File: config.mk
export PLATFORM = sky130hd
export DESIGN_NAME = tlc_ram
export DESIGN_NICKNAME = d
export VERILOG_FILES = /design/src/sv/tlc_ram.sv
export SDC_FILE = /design/constraint.sdc
export NUM_CORES = 1
export LEC_CHECK = 0
export BUFFER_PORTS_ARGS = -buffer_cell sky130_fd_sc_hd__clkbuf_2
export CAP_MARGIN = 20
export CORE_AREA = 2 2 133 135
export CTS_CLUSTER_SIZE = 24
export DETAILED_ROUTE_END_ITERATION = 8
export DIE_AREA = 0 0 135 137
export GPL_TIMING_DRIVEN = 0
export PLACE_DENSITY = 0.51
export SLEW_MARGIN = 25
export SYNTH_ARGS = -nofsm -noshare
export SYNTH_HDL_FRONTEND = slang
export SYNTH_SLANG_ARGS = --single-unit
File: constraint.sdc
create_clock -name clk -period 1.59 [get_ports clk]
set_input_delay 0.159 -clock clk [delete_from_list [all_inputs] [get_ports clk]]
set_output_delay 0.159 -clock clk [all_outputs]
set_load 0.01 [all_outputs]
File: src/sv/tlc_ram.sv
`timescale 1ns / 1ps
module tlc_ram #(
    parameter int WIDTH = 8,
    parameter int DEPTH = 16
) (
    input  logic                     clk,
    input  logic                     we,
    input  logic [$clog2(DEPTH)-1:0] addr,
    input  logic [WIDTH-1:0]         wdata,
    output logic [WIDTH-1:0]         rdata
);

    logic [WIDTH-1:0] mem [DEPTH];

    always_ff @(posedge clk)
    begin
        if (we)
        begin
            mem[addr] <= wdata;
        end
        rdata <= mem[addr];
    end

endmodule
==> run summary <==
Crit Path Class = in2reg
Synth top cells by count = edfxtp_1 (128), mux4_2 (32), a22oi_1 (16)
Post-synthesis register bit count = 136
Status = completed
Top cell type's share of synthesized area = 75.9%
Synth top area cells = edfxtp_1 (76%), mux4_2 (14%), dfxtp_1 (3.2%), a22oi_1 (2.4%), nor2_1 (0.96%)
DRT Pass-1 Iters = 4
Dpl hpwl = 6790 um
Share of layout cells above drive strength 1 = 37.4%
Die area = 18500 um^2
Final hold violation count = 0
Nets@finish = 282
Post-synth EDFFs = 128
Total congestion overflow = 0
CTS max path bufs = 2
CTS root buffer = clkbuf_16
Worst slew pin tran = 0.784 ns
Setup slack at placement = -0.816 ns
Clock slew seen by the registers of the worst setup and hold paths = 0.05 ns
Worst slew margin = 47.5%
Cell variety after synth = 18
Crit-path max FO = 10
Period utilisation layout = 92.8%
Starting Density = 29.7%
Ys Warns = 0
Final Worst Setup Slack = 0.115 ns
Tot GR Track Use = 12.9%
Mapped Cells = 230
Final ANT Viol Nets = 0
Vias per inst = 4.69
Residual DRC = 0
CTS resizes = 10
Largest net degree at the start of global routing = 17
Final WL = 10800 um
Pwr per Cell Area = 1340 nW/um^2
# H-tree levels = 4
Area Overhead vs Synth = 19.5%
Mapped cell area = 5070 um^2
Crit path time final = 1.47 ns
Highest clock rate = 678 MHz
Hold-fix buffers at CTS = 0
Worst setup EP type = flip-flop
Max VDD drop = 0.000818 V
Clk_lat worst skew = 0.41 ns
DR WL/cell = 21.4 um
Post-synth top flop = edfxtp_1
CTS Sinks = 136
Vias in the first global route = 2467
Seq/Total Area, Yosys = 79.0%
Synth async-reset ratio = 0%
Core footprint = 17100 um^2
Max Clock Skew = 0.00461 ns
Critical Path Start Type = input port
First-pass GRT wire length = 16300 um
Initial antenna violation count = 0
# rows = 48
Most frequent cell after synthesis = edfxtp_1
CP Data Required Time = 1.64 ns
Synthesized net count = 244
Io pins = 22
IO Port Bufs = 19
Post-CTS setup buffer count = 0
Cells along the critical path = buf_2 > buf_2 > nand2b_1 > nor2_2
Placed Area = 5460 um^2
Diode count = 0
Placed insts = 474
Largest area contributor in the netlist = edfxtp_1
DR iter-0 viols = 300
Final setup fails = 0
TritonCTS clock tree = built
Die H = 137 um
Design Area, Final = 6060 um^2
Syn avg cell area = 22.0 um^2
Final non-filler cell total = 506
Max-cap viol count = 0
RSZ-0062 raised after global routing = no
Critical path arrival = 1.52 ns
Most frequent CP cell = buf_2
Via count = 2375
Die W = 135 um
Pins Over Slew Limit = 0
Largest stage delay, worst path = 0.50 ns
Leak = 1.94 nW
Slowest CP cell = nor2_2
Placer Congestion = 0.721
Min-delay worst type = in2reg
CTS buffer count = 17
## critical path, delay by kind of cell
family / cells / cell delay [ns]
buffers and inverters: 2 / 0.61
and+or+nand+nor: 2 / 0.74
## flip-flops by register name, indices dropped and copies added (netlist names)
signal  count
mem       128
rdata       8
## metrics by stage
step | util (%) | hold slack [ns] | power [W] | TNS (ns)
global route | 35.5 | 0.245 | 0.00838 | 0
finish | 35.5 | 0.215 | 0.00812 | 0
floorplan | - | 0.258 | 0.00432 | -0.185
detailed placement | 32.0 | 0.548 | 0.00451 | -76.29
CTS | 35.5 | 0.225 | 0.00817 | -1.19
global placement | 31.9 | 0.548 | 0.00450 | -77.89
## final cells by class
type | instances | area, um^2
fill | 1614 | 11000
buffer | 11 | 62.6
clock inverter | 10 | 75.1
multi-input combinational | 83 | 1050
clock buffer | 22 | 485
timing repair buffer | 19 | 95.1
tap | 225 | 282
sequential | 136 | 4000
## report_power, final
part | switching [W] | leakage, nW | internal (W) | total (W)
Combinational | 0.000250 | 0.428 | 0.000153 | 0.000403
Clock | 0.00139 | 0.288 | 0.00230 | 0.00368
Sequential | 0.0000188 | 1.22 | 0.00401 | 0.00403
Total | 0.00166 | 1.94 | 0.00646 | 0.00812
## layout by cell type (no fill, tap or decap)
cell type / instances
and2_1: 1
mux4_2: 32
nand3b_1: 2
bufinv_16: 1
clkbuf_16: 18
buf_1: 2
buf_6: 2
nor3_2: 4
clkinv_2: 9
a22oi_1: 16
clkbuf_2: 21
buf_2: 3
nor2b_1: 2
nand3_1: 1
clkbuf_8: 2
nand2b_1: 2
nand2_1: 9
dfxtp_1: 8
or3b_2: 1
nor2_2: 12
edfxtp_1: 128
clkbuf_1: 4
nor2_1: 1
## logic make-up (layout without fill, tap and decap cells)
| kind of cell | Yosys count | count (layout) | synth area share (%) |
|---|---|---|---|
| mux | 32 | 32 | 14.2 |
| flops | 136 | 136 | 79.0 |
| simple gates | 35 | 35 | 3.21 |
| compound gates | 16 | 16 | 2.37 |
| buf+inv | 11 | 62 | 1.19 |
## final timing paths
path                             from                   to  slack, ns  depth (start not counted)
hold / removal               wdata[4]  mem[6][4]$_DFFE_PP_       0.21                          1
setup reg to reg  mem[7][2]$_DFFE_PP_     rdata[2]$_DFF_P_       0.21                          3
hold reg to reg   mem[8][4]$_DFFE_PP_     rdata[4]$_DFF_P_       0.70                          3
setup / recovery              addr[1]  mem[2][5]$_DFFE_PP_       0.12                          4
## per-layer routing
layer | vias up | GRT usage (%) | part of all wire, %
li1 | 1037 | - | -
met1 | 1272 | 17.2 | 47
met2 | 53 | 20.0 | 47
met3 | 13 | 3.59 | 4.3
met4 | 0 | 5.38 | 1.7
met5 | - | 0 | 0
Note: power is estimated with default switching activity, not from simulation.
